$ cat config.mk
export PLATFORM = sky130hd
export DESIGN_NAME = lz77td_ctrl
export DESIGN_NICKNAME = d
export VERILOG_FILES = /design/src/rtl/lz77td_pkg.sv /design/src/rtl/lz77td_ctrl.sv
export SDC_FILE = /design/constraint.sdc
export NUM_CORES = 1
export LEC_CHECK = 0
export BUFFER_PORTS_ARGS = -buffer_cell sky130_fd_sc_hd__clkbuf_2
export CAP_MARGIN = 20
export CORE_AREA = 2 2 39 41
export CTS_BUF_LIST = sky130_fd_sc_hd__clkbuf_4 sky130_fd_sc_hd__clkbuf_8
export CTS_CLUSTER_DIAMETER = 120
export DETAILED_ROUTE_END_ITERATION = 10
export DIE_AREA = 0 0 41 43
export HOLD_SLACK_MARGIN = 0.08
export RECOVER_POWER = 25
export SKIP_LAST_GASP = 1
export SYNTH_ARGS = -nofsm -noshare
export SYNTH_HDL_FRONTEND = slang
export SYNTH_SLANG_ARGS = --single-unit
$ cat constraint.sdc
create_clock -name clk -period 1.56 [get_ports clk]
set_clock_uncertainty 0.2 [all_clocks]
set_input_delay 0.312 -clock clk [delete_from_list [all_inputs] [get_ports clk]]
set_output_delay 0.312 -clock clk [all_outputs]
set_load 0.1 [all_outputs]
$ cat src/rtl/lz77td_pkg.sv
// ----------------------------------------------------------------------------
// lz77td_pkg
// shared constants, types and helpers of the lz77 triplet decoder
// ----------------------------------------------------------------------------
package lz77td_pkg;

  localparam int HISTORY_DEPTH   = 4096;
  localparam int MAX_OFFSET_BITS = 12;
  localparam int MAX_LENGTH_BITS = 5;
  localparam int SYMBOL_BITS     = 8;
  localparam int ADDR_W          = $clog2(HISTORY_DEPTH);
  localparam int ACC_W           = MAX_OFFSET_BITS + MAX_LENGTH_BITS + SYMBOL_BITS;
  localparam int CNT_W           = $clog2(ACC_W + 1);

  // config register fields
  localparam int OB_CFG_W = 4;
  localparam int LB_CFG_W = 3;
  localparam int CFG_W    = 4;

  localparam logic [SYMBOL_BITS-1:0] END_SYMBOL = 8'd3;

  typedef enum logic {
    REG_OFFSET_BITS = 1'b0,
    REG_LENGTH_BITS = 1'b1
  } reg_index_t;

  typedef enum logic [2:0] {
    ST_IDLE,
    ST_SHIFT,
    ST_READ,
    ST_COPY,
    ST_LITERAL
  } lz_state_t;

  typedef struct packed {
    logic load;
    logic shift;
    logic read;
    logic copy;
    logic literal;
  } lz_cmd_t;

  typedef struct packed {
    logic trip_done;
    logic new_len_zero;
    logic rem_last;
    logic rem_zero;
    logic copy_last;
    logic is_end;
    logic len_zero;
    logic out_free;
    logic ended;
  } lz_status_t;

endpackage

$ cat src/rtl/lz77td_ctrl.sv
// ----------------------------------------------------------------------------
// lz77td_ctrl
// sequencer: bit shifting, copy read/write steps and literal emission
// ----------------------------------------------------------------------------
module lz77td_ctrl (
  input  logic                  clk,
  input  logic                  rst,
  input  logic                  in_valid,
  output logic                  in_ready,
  input  lz77td_pkg::lz_status_t status,
  output lz77td_pkg::lz_cmd_t    cmd
);
  import lz77td_pkg::*;

  lz_state_t state;
  lz_state_t state_next;

  always_ff @(posedge clk) begin
    if (rst) begin
      state <= ST_IDLE;
    end else begin
      state <= state_next;
    end
  end

  // next state
  always_comb begin
    state_next = state;
    case (state)
      ST_IDLE: begin
        if (in_valid && !status.ended) state_next = ST_SHIFT;
      end
      ST_SHIFT: begin
        if (status.trip_done) begin
          state_next = status.new_len_zero ? ST_LITERAL : ST_READ;
        end else if (status.rem_last) begin
          state_next = ST_IDLE;
        end
      end
      ST_READ: begin
        state_next = ST_COPY;
      end
      ST_COPY: begin
        if (status.out_free) state_next = status.copy_last ? ST_LITERAL : ST_READ;
      end
      ST_LITERAL: begin
        if (status.out_free || (status.is_end && !status.len_zero)) begin
          state_next = (status.is_end || status.rem_zero) ? ST_IDLE : ST_SHIFT;
        end
      end
      default: state_next = ST_IDLE;
    endcase
  end

  // commands
  always_comb begin
    cmd      = '0;
    in_ready = 1'b0;
    case (state)
      ST_IDLE: begin
        in_ready = 1'b1;
        cmd.load = in_valid && !status.ended;
      end
      ST_SHIFT:   cmd.shift = 1'b1;
      ST_READ:    cmd.read  = 1'b1;
      ST_COPY:    cmd.copy  = status.out_free;
      ST_LITERAL: cmd.literal = status.out_free || (status.is_end && !status.len_zero);
      default:    cmd = '0;
    endcase
  end

endmodule

After elaboration in Yosys (flattened, before gate mapping)
Index checks and enable logic that the tools add are counted.
{ "word_totals": {"wordCells": 32, "ram_bits": 0, "mem_count": 0, "mem_bits_ro": 0, "regBits": 3, "latchBits": 0, "input_bits": 12, "output_inout_bits": 6} }
{ "op_classes": {"bitwise_logic": 0, "n_shift": 0, "n_mul": 0, "n_div": 0, "n_reduce_logical": 8, "muxes": 15, "n_eq_ne": 8, "add_sub_neg": 0, "n_lt_le_gt_ge": 0} }
{ "ops": {"columns": ["operator", "n"], "rows": [
  ["3-bit two-way mux", 7],
  ["3-bit one-hot mux with 5 select lines", 1],
  ["1-bit two-way mux", 7],
  ["3-bit by 2-bit == test with 1-bit output, second input constant", 2],
  ["2-bit inequality test, second input constant", 3],
  ["4-bit AND reduction", 1],
  ["3-bit by 1-bit == test with 1-bit output, second input constant", 1],
  ["3-bit == test, second input constant", 1],
  ["3-bit logical NOT", 1],
  ["3-bit inequality test, second input constant", 1],
  ["1-bit logical AND", 2],
  ["1-bit logical NOT", 2],
  ["1-bit logical OR", 2]
]} }

Logic depth before layout (Yosys ltp)
Gate-level depths: netlist (run 1).
{ "logic_depth": {"ltp_word": 5, "mapped_depth": 5, "ltp_nobuf": 4} }

Worst setup path after synthesis (run 1)
No wires, ideal clock.
{ "synth_path": {"kind": "reg-to-output", "from": "register state[1]", "to": "output cmd[4] (netlist name)", "arrival_time_ns": 3.421, "path_slack_ns": -2.373, "n_path_buf": 1, "required_ns": 1.048, "stages_incl_launch_ff": 3, "cell_sequence": "dfxtp_1 buf_2 nor4_1"} }
{ "synth_lines": {"columns": ["element", "line_no", "source"], "rows": [
  ["start, declared", "lz77td_ctrl.sv:15", "lz_state_t state;"],
  ["start signal, assigned", "lz77td_ctrl.sv:22", "state <= state_next;"],
  ["end, declared", "lz77td_ctrl.sv:11", "output lz77td_pkg::lz_cmd_t cmd"]
]} }

==> results of run 1 <==
[routing by layer]
| metal | share of wire | wire, um |
|---|---|---|
| met1 | 0.40 | 377 |
| met4 | 0 | 0 |
| met3 | 0.058 | 55 |
| met5 | 0 | 0 |
| met2 | 0.54 | 513 |
[synthesized netlist by cell type]
cell type,instances
sky130_fd_sc_hd__nand2_1,4
sky130_fd_sc_hd__a2bb2oi_1,1
sky130_fd_sc_hd__o31ai_1,1
sky130_fd_sc_hd__a311o_1,1
sky130_fd_sc_hd__buf_4,1
sky130_fd_sc_hd__dfxtp_1,3
sky130_fd_sc_hd__a211o_1,1
sky130_fd_sc_hd__o32ai_1,2
sky130_fd_sc_hd__nor3_1,1
sky130_fd_sc_hd__nand2b_1,2
sky130_fd_sc_hd__nor2_1,6
sky130_fd_sc_hd__nor4_1,1
sky130_fd_sc_hd__a31oi_1,1
sky130_fd_sc_hd__buf_2,2
sky130_fd_sc_hd__mux2i_1,1
sky130_fd_sc_hd__nand3b_1,2
sky130_fd_sc_hd__or3b_1,1
sky130_fd_sc_hd__o211ai_2,1
sky130_fd_sc_hd__nor3b_1,2
sky130_fd_sc_hd__a21oi_1,2
sky130_fd_sc_hd__inv_1,3
[where the power goes]
| group | leakage [uW] | switching, uW | internal, uW |
|---|---|---|---|
| clock network | 0.0000184 | 42.5 | 113 |
| logic | 0.000253 | 350 | 286 |
| registers | 0.0000258 | 9.91 | 92.2 |
[logic make-up (layout without fill, tap and decap cells)]
logic type	Yosys count	in the layout	share of synthesized area
and+or+nand+nor	19	19	0.357
AOI/OAI and AO/OA	10	10	0.290
DFF	3	3	0.214
buffers and inverters	6	35	0.103
muxes	1	1	0.0357
[path summary, 6_finish.rpt]
path,startpoint,endpoint,slack (ns)
setup reg to reg,state[2],state[0],-0.01
setup / recovery,state[2],cmd[0],-0.22
hold reg to reg,state[2],state[0],0.47
hold / removal,rst,state[2],0.14
[area by class of cell]
class	instances	area, um2
tap	16	20.0
sequential	3	63.8
fill	134	724
timing repair buffer	28	269
inverter	3	11.3
clock buffer	4	30.0
multi-input combinational	30	265
[stage by stage]
step | instances | area [um2] | utilization | worst slack [ns] | power (uW)
finish | 84 | 659 | 0.476 | -0.217 | 894
global route | 84 | 659 | 0.476 | -0.274 | 955
CTS | 83 | 652 | 0.471 | -0.209 | 887
detailed placement | 76 | 583 | 0.421 | -0.0578 | 665
global placement | 76 | 583 | 0.421 | -0.0595 | 657
floorplan | 39 | 369 | - | -0.500 | 472
[repair_timing]
action                     4_1_cts  5_1_grt
buffers inserted                 3        1
pin swaps                        4        1
setup endpoints to repair        7        8
hold buffers                     0        0
resized for setup                6        0
==> flow_summary.ini, run 1 <==
[global_routing]
initial_antenna_violation_count = 0
first_global_vias = 397
grt_pass1_wl_mm = 1.70
grt_use_met1 = 0.163
grt_util_met3 = 0.0576
grt.overflow.total = 0
grt_max_degree = 13
grt-busiest-layer = met2
groute.layer.met2.usage = 0.219
grtUsageTotal = 0.146

[detailed_routing]
vias_per_inst = 4.65
final_antenna_net_count = 0
dr_pass1_iterations = 4
drt_wl_total_um = 946
drt_iter0_drc = 5
drt_drc_violations_left = 0
wl_per_cell_um = 11.3
dr_total_vias = 391

[die]
chipHeight_um = 43
initial_core_util = 0.203
dieWidth_um = 41
floorplan.core_area_mm2 = 0.00138
fp.dieArea_mm2 = 0.00176
placement_rows = 14
io-pin-count = 18

[timing]
setup_viol = 7
setup_total_negative_slack_ns = -0.991
rsz0062_at_grt = true
worst_slew_margin_rel = 0.823
setup_slack_ns = -0.217
timing.fmax_mhz = 563
whs_ns = 0.138
worst_pin_slew_ns = 0.263
timing.final.crit_share = 1.14
slew_violations = 0
final.min_clock_period_ns = 1.78
report.final.hold_viol_count = 0

[clocking]
insertion_delay_ns = 0.23
root_buffer = sky130_fd_sc_hd__clkbuf_4
clock_sinks = 3
tritoncts = built
cts.path.max_buffers = 2
htreeDepth = 1
numCtsBuffers = 3
worst_setup_hold_path_clk_slew_ns = 0.04

[pwr]
total_leakage_power_uw = 0.000298
worst_ir_drop_vdd_mv = 0.456
power-per-cell-area_mw_per_mm2 = 1360

[critical_path]
critical_path.max_fanout = 3
critical_path_cell_count = 3
critical_path.cell_chain = or3b_4, nor2_4, buf_12
cp.required_ns = 1.05
timing.critical_path.to_type = output pin
slowest_delay_ns = 0.40
critical_path_class = flip-flop to output pin
worstPathBufferInverterCount = 1
crit_path_top_delay_cell = sky130_fd_sc_hd__or3b_4
worst-r2r-cell-count = 4
worst-endpoint-arrival_ns = 1.26
start_kind = flip-flop
crit_family = simple AND/OR/NAND/NOR gates

[yosys]
yosysWarnings = 0
postSynthAreaPerCell_um2 = 7.19
netlist_instances = 39
synth_top_area_cell = sky130_fd_sc_hd__dfxtp_1
yosys.cell_types.count = 21
synth_top_area_frac = 0.214
synthTopCellsByArea = sky130_fd_sc_hd__dfxtp_1, sky130_fd_sc_hd__nor2_1, sky130_fd_sc_hd__o32ai_1
postSynthRegisterBits = 3
net_count_synth = 51
netlist_area_um2 = 280
synth-seq-area-share = 0.214

[placement]
hpwl_um = 680
last_weighted_congestion_value_of_the_routability_driven_placer = 0.850
port-buffer-count = 17

[cells_and_area]
synthToLayoutAreaGrowth_pct = 135
number_of_flip_flops_under_the_largest_register_name = 3
nets_finish = 81
fraction_of_final_layout_cells_sized_beyond_drive_strength_1 = 0.647
registers.top_by_ff_count = state
layout_top_registers = state x3
n_antenna_cell = 0
layout.cells.most_common = sky130_fd_sc_hd__clkbuf_2
layout.cells.most_common_list = sky130_fd_sc_hd__clkbuf_2, sky130_fd_sc_hd__buf_4, sky130_fd_sc_hd__buf_12

[status]
failed_checks = negative setup slack
run_status = finished with violations

[min_path]
hold_path_class = primary input to flip-flop
worstHoldPathCells = 2

[flow_run]
max-cap-violations = 0
Note: power is estimated with default switching activity, not from simulation.
==> run 2, diff against run 1 <==
- ABC_AREA: unset -> 1
==> flow_summary.ini, run 2 <==
[cells_and_area]
layout.cells.most_common = sky130_fd_sc_hd__clkbuf_2
n_antenna_cell = 0
nets_finish = 93
layout.cells.most_common_list = sky130_fd_sc_hd__clkbuf_2, sky130_fd_sc_hd__inv_1, sky130_fd_sc_hd__nand2_1, sky130_fd_sc_hd__nor2_1, sky130_fd_sc_hd__buf_12
layout_top_registers = state x3
finish.cell_count_without_fillers = 96
final_cell_area_um2 = 652
number_of_flip_flops_under_the_largest_register_name = 3
registers.top_by_ff_count = state
synthToLayoutAreaGrowth_pct = 124
fraction_of_final_layout_cells_sized_beyond_drive_strength_1 = 0.563
layout.core_utilization = 0.471

[timing]
worst_slew_margin_rel = 0.844
rsz0062_at_grt = true
worst_pin_slew_ns = 0.233
setup_slack_ns = -0.125
slew_violations = 0
setup_total_negative_slack_ns = -0.305
setup_viol = 6
timing.final.crit_share = 1.08
final.min_clock_period_ns = 1.68
timing.fmax_mhz = 594
report.final.hold_viol_count = 0

[die]
dieWidth_um = 41
io-pin-count = 18
floorplan.core_area_mm2 = 0.00138
placement_rows = 14
initial_core_util = 0.211
chipHeight_um = 43
fp.dieArea_mm2 = 0.00176

[critical_path]
cp.required_ns = 1.05
critical_path.max_fanout = 4
start_kind = flip-flop
critical_path.cell_chain = nor2_4, nand2_4, nor3_4, buf_12
worst-endpoint-arrival_ns = 1.17
rrSetupSlack_ns = 0.13
timing.critical_path.to_type = output pin
crit_path_start = state[0]
regToRegStartpoint = state[0]
slowest_delay_ns = 0.35
critical_path_class = flip-flop to output pin
worst-r2r-cell-count = 8
cp_endpoint = cmd[4]
regToRegEndpoint = state[0]
crit_path_top_delay_cell = sky130_fd_sc_hd__dfxtp_4

[yosys]
synth-simple-area-share = 0.528
synthTopCellsByCount = sky130_fd_sc_hd__inv_1, sky130_fd_sc_hd__nand2_1, sky130_fd_sc_hd__nor2_1, sky130_fd_sc_hd__nand3_1, sky130_fd_sc_hd__nor2_2
synth_top_family_by_area = simple AND/OR/NAND/NOR gates
net_count_synth = 66
postSynthAreaPerCell_um2 = 5.40
synthXorXnorAreaFrac = 0
synthArstFlopShare = 0
netlist_area_um2 = 292
synth_compound_gate_area_share = 0.112
edff_count_synth = 0
synth_top_area_cell = sky130_fd_sc_hd__dfxtp_1
netlist_instances = 54
postSynthRegisterBits = 3
yosysWarnings = 0
yosys.cell_types.count = 14
synth_mux_area_frac = 0
ys.flop_type = sky130_fd_sc_hd__dfxtp_1
synth_top_area_frac = 0.206
synth-seq-area-share = 0.206
synthTopCellsByArea = sky130_fd_sc_hd__dfxtp_1, sky130_fd_sc_hd__inv_1, sky130_fd_sc_hd__nand2_1
yosys.area_share.adder = 0

[global_routing]
initial_antenna_violation_count = 0
grtUsageTotal = 0.107
first_global_vias = 376
grt.overflow.total = 0
grt_pass1_wl_mm = 1.27
grt_max_degree = 7

[placement]
placed_cells = 87
last_weighted_congestion_value_of_the_routability_driven_placer = 0.773
port-buffer-count = 17
hpwl_um = 618
placed_cell_area_um2 = 548

[detailed_routing]
final_antenna_net_count = 0
drt_drc_violations_left = 0
drt_wl_total_um = 809
wl_per_cell_um = 8.43
dr_pass1_iterations = 4
dr_total_vias = 411
drt_iter0_drc = 8
vias_per_inst = 4.28

[clocking]
clock_sinks = 3
root_buffer = sky130_fd_sc_hd__clkbuf_4
worst_setup_hold_path_clk_slew_ns = 0.04
tritoncts = built
cts.path.max_buffers = 2
numCtsBuffers = 3
htreeDepth = 1
insertion_delay_ns = 0.24

[flow_run]
max-cap-violations = 0

[pwr]
p_total_uw = 429
worst_ir_drop_vdd_mv = 0.288
total_leakage_power_uw = 0.000292
power-per-cell-area_mw_per_mm2 = 658

[status]
run_status = finished with violations
failed_checks = negative setup slack

[min_path]
hold_path_class = primary input to flip-flop
run 2: cell count changes after synthesis, sizes merged, moves of 2 or more:
cell	previous run	this run
nand3b	2	0
nor2	6	12
nand2b	2	0
buf	3	0
nand2	4	12
inv	3	12
nand3	0	5
o32ai	2	0
o21ai	0	2
nor3b	2	0
nor3	1	3
run 2: cells by family (layout without fill, tap and decap cells):
logic type / count (synthesis) / after routing
and+or+nand+nor: 33 / 33
DFF: 3 / 3
AOI/OAI and AO/OA: 6 / 6
buffers and inverters: 12 / 38
run 2: stage by stage:
| stage | worst slack [ns] | hold slack, ns |
|---|---|---|
| finish | -0.125 | 0.169 |
| global route | -0.171 | 0.193 |
| CTS | -0.136 | 0.170 |
| detailed placement | 0.101 | 0.297 |
| global placement | 0.107 | 0.303 |
| floorplan | -0.255 | 0.174 |
run 2: power by group:
group          switching, uW  internal, uW
Combinational            116          72.2
Sequential              6.68          77.7
Clock                   43.4           113
run 2: per-layer routing:
layer | GRT usage | vias to the layer above | routed length (um)
met2 | 0.175 | 12 | 446
met5 | 0 | - | 0
li1 | - | 223 | -
met3 | 0.0314 | 0 | 45
met1 | 0.106 | 176 | 317
met4 | 0.0800 | 0 | 0
run 2: final cells by class:
type                            count  area [um2]
Tap cell                           16        20.0
Inverter                           12        48.8
Fill cell                         134         732
Multi-Input combinational cell     39         263
Sequential cell                     3        71.3
Clock buffer                        4        30.0
Timing Repair Buffer               22         219
run 2: what timing repair did:
| item | 4_1_cts | 5_1_grt |
|---|---|---|
| endpoints found under the setup margin | 5 | 6 |
| gates resized for setup | 5 | 6 |
| pin swaps | 1 | 2 |
| endpoints found under the hold margin | 2 | 0 |
| buffers inserted | 3 | 1 |
| hold buffers | 1 | 0 |
run 2: worst min-delay path by stage:
| stage | startpoint | to | slack [ns] | cells past startpoint |
|---|---|---|---|---|
| 3_5_place_dp | rst | state[1] | 0.30 | 2 |
| 5_1_grt | status[1] | state[1] | 0.19 | 4 |
| 3_3_place_gp | rst | state[1] | 0.30 | 2 |
| 4_1_cts | status[1] | state[1] | 0.17 | 4 |
| 2_1_floorplan | rst | state[1] | 0.17 | 1 |
| 6_report | status[1] | state[1] | 0.17 | 4 |
run 2: worst max-delay path, delay by kind of cell, from the launching register on:
family | cells | cell delay, ns
and+or+nand+nor | 3 | 0.39
buffers and inverters | 1 | 0.20
DFF | 1 | 0.35
==> run 3, diff against run 2 <==
==> constraint.sdc (replaced) <==
create_clock -name clk -period 2.18 [get_ports clk]
set_clock_uncertainty 0.2 [all_clocks]
set_input_delay 0.327 -clock clk [delete_from_list [all_inputs] [get_ports clk]]
set_output_delay 0.327 -clock clk [all_outputs]
set_load 0.1 [all_outputs]
==> flow_summary.ini, run 3 (synthesis gave the netlist of run 2 again) <==
[status]
run_status = completed

[global_routing]
grt.overflow.total = 0
first_global_vias = 330
grt_pass1_wl_mm = 1.06
initial_antenna_violation_count = 0
grtUsageTotal = 0.0955
grt_max_degree = 8

[detailed_routing]
met2_wirelength_um = 339
drt_wl_total_um = 681
drt_iter0_drc = 5
top_layer_reached_by_signal_wires = met4
wire_length_on_met1_um = 269
dr_pass1_iterations = 4
detailroute.wirelength.met3_um = 46
vias_per_inst = 4.22
drt_drc_violations_left = 0
wl_per_cell_um = 7.40
final_antenna_net_count = 0
dr_total_vias = 388

[placement]
hpwl_um = 611
port-buffer-count = 17
last_weighted_congestion_value_of_the_routability_driven_placer = 0.798
placed_cell_area_um2 = 419
placed_cells = 87
placement.setup.worst_slack_ns = 0.452

[critical_path]
cp.required_ns = 1.65
critical_path_class = flip-flop to output pin
timing.critical_path.to_type = output pin
worst-endpoint-arrival_ns = 1.44
start_kind = flip-flop
critical_path.max_fanout = 6

[min_path]
hold_path_class = primary input to flip-flop

[timing]
timing.fmax_mhz = 508
whs_ns = 0.191
slew_violations = 0
setup_slack_ns = 0.211
timing.final.crit_share = 0.903
final.min_clock_period_ns = 1.97
setup_total_negative_slack_ns = 0
worst_pin_slew_ns = 0.543
rsz0062_at_grt = false
worst_slew_margin_rel = 0.640
setup_viol = 0
report.final.hold_viol_count = 0

[pwr]
clkPwrFrac = 0.413
p_comb_frac = 0.352
worst_ir_drop_vdd_mv = 0.239
power.switching_uw = 101
share_seq_of_total_power = 0.236
swShare = 0.386
internal_power_uw = 161
total_leakage_power_uw = 0.000237
power-per-cell-area_mw_per_mm2 = 575

[clocking]
root_buffer = sky130_fd_sc_hd__clkbuf_4
htreeDepth = 1
cts-hold-fix-buffers = 1
tritoncts = built
post-cts-setup-buffer-count = 0
insertion_delay_ns = 0.23
clock_sinks = 3
worst_setup_hold_path_clk_slew_ns = 0.03
post_cts.resized_instances = 0
cts.path.max_buffers = 2
numCtsBuffers = 3

[cells_and_area]
layout.cells.most_common = sky130_fd_sc_hd__clkbuf_2
finish.cell_count_without_fillers = 92
layout.cells.most_common_list = sky130_fd_sc_hd__clkbuf_2, sky130_fd_sc_hd__inv_1, sky130_fd_sc_hd__nand2_1
registers.top_by_ff_count = state
fraction_of_final_layout_cells_sized_beyond_drive_strength_1 = 0.408
n_antenna_cell = 0
layout_top_registers = state x3
synthToLayoutAreaGrowth_pct = 56.7
n_fill_cell = 154
nets_finish = 89
multi_input_gate_area_in_the_final_layout_um2 = 206
final_cell_area_um2 = 457
number_of_flip_flops_under_the_largest_register_name = 3
area.sequential_um2 = 60.1

[die]
placement_rows = 14
floorplan.core_area_mm2 = 0.00138
chipHeight_um = 43
io-pin-count = 18
fp.dieArea_mm2 = 0.00176
dieWidth_um = 41
initial_core_util = 0.211

[flow_run]
max-cap-violations = 0
[run 3: cell types whose count changed in the layout (fill, tap and decap cells not counted), sizes merged]
cell / delta
clkinvlp: -1
buf: -10
inv: +1
clkbuf: +6
[run 3: critical path, stage by stage (launching register included)]
cell	delay (ns)
sky130_fd_sc_hd__dfxtp_1	0.35
sky130_fd_sc_hd__nor2_2	0.17
sky130_fd_sc_hd__nand2_1	0.11
sky130_fd_sc_hd__a21oi_2	0.11
sky130_fd_sc_hd__clkbuf_2	0.46
[run 3: power groups by stage]
stage | sequential [uW] | clock, uW | combinational, uW
CTS | 61.9 | 114 | 93.3
global placement | 62.7 | 0 | 91.4
global route | 62.4 | 122 | 98.9
finish | 62.0 | 108 | 92.4
floorplan | 61.9 | 0 | 71.0
detailed placement | 62.8 | 0 | 91.8
[run 3: worst paths after layout]
check | cells past startpoint | slack [ns] | from | to
worst min-delay path | 4 | 0.19 | status[1] | state[1]
worst max register to register | 7 | 0.76 | state[2] | state[0]
worst min register to register | 4 | 0.47 | state[1] | state[1]
worst max-delay path | 4 | 0.21 | state[1] | cmd[0]
[run 3: metal layers]
layer  vias up  track usage
met3         4       0.0314
met1       161       0.0774
met4         0        0.120
met2        13        0.147
li1        210            -
met5         -            0
[run 3: layout make-up]
cell class                      count  area share
Sequential cell                     3       0.132
Tap cell                           16      0.0438
Inverter                           12      0.0986
Timing Repair Buffer               18       0.208
Multi-Input combinational cell     39       0.452
Clock buffer                        4      0.0658
[run 3: stage by stage]
stage,total power (uW),util
final,263,0.330
after global routing,283,0.330
after CTS,269,0.332
after detailed placement,155,0.303
after global placement,154,0.303
after floorplan,133,-
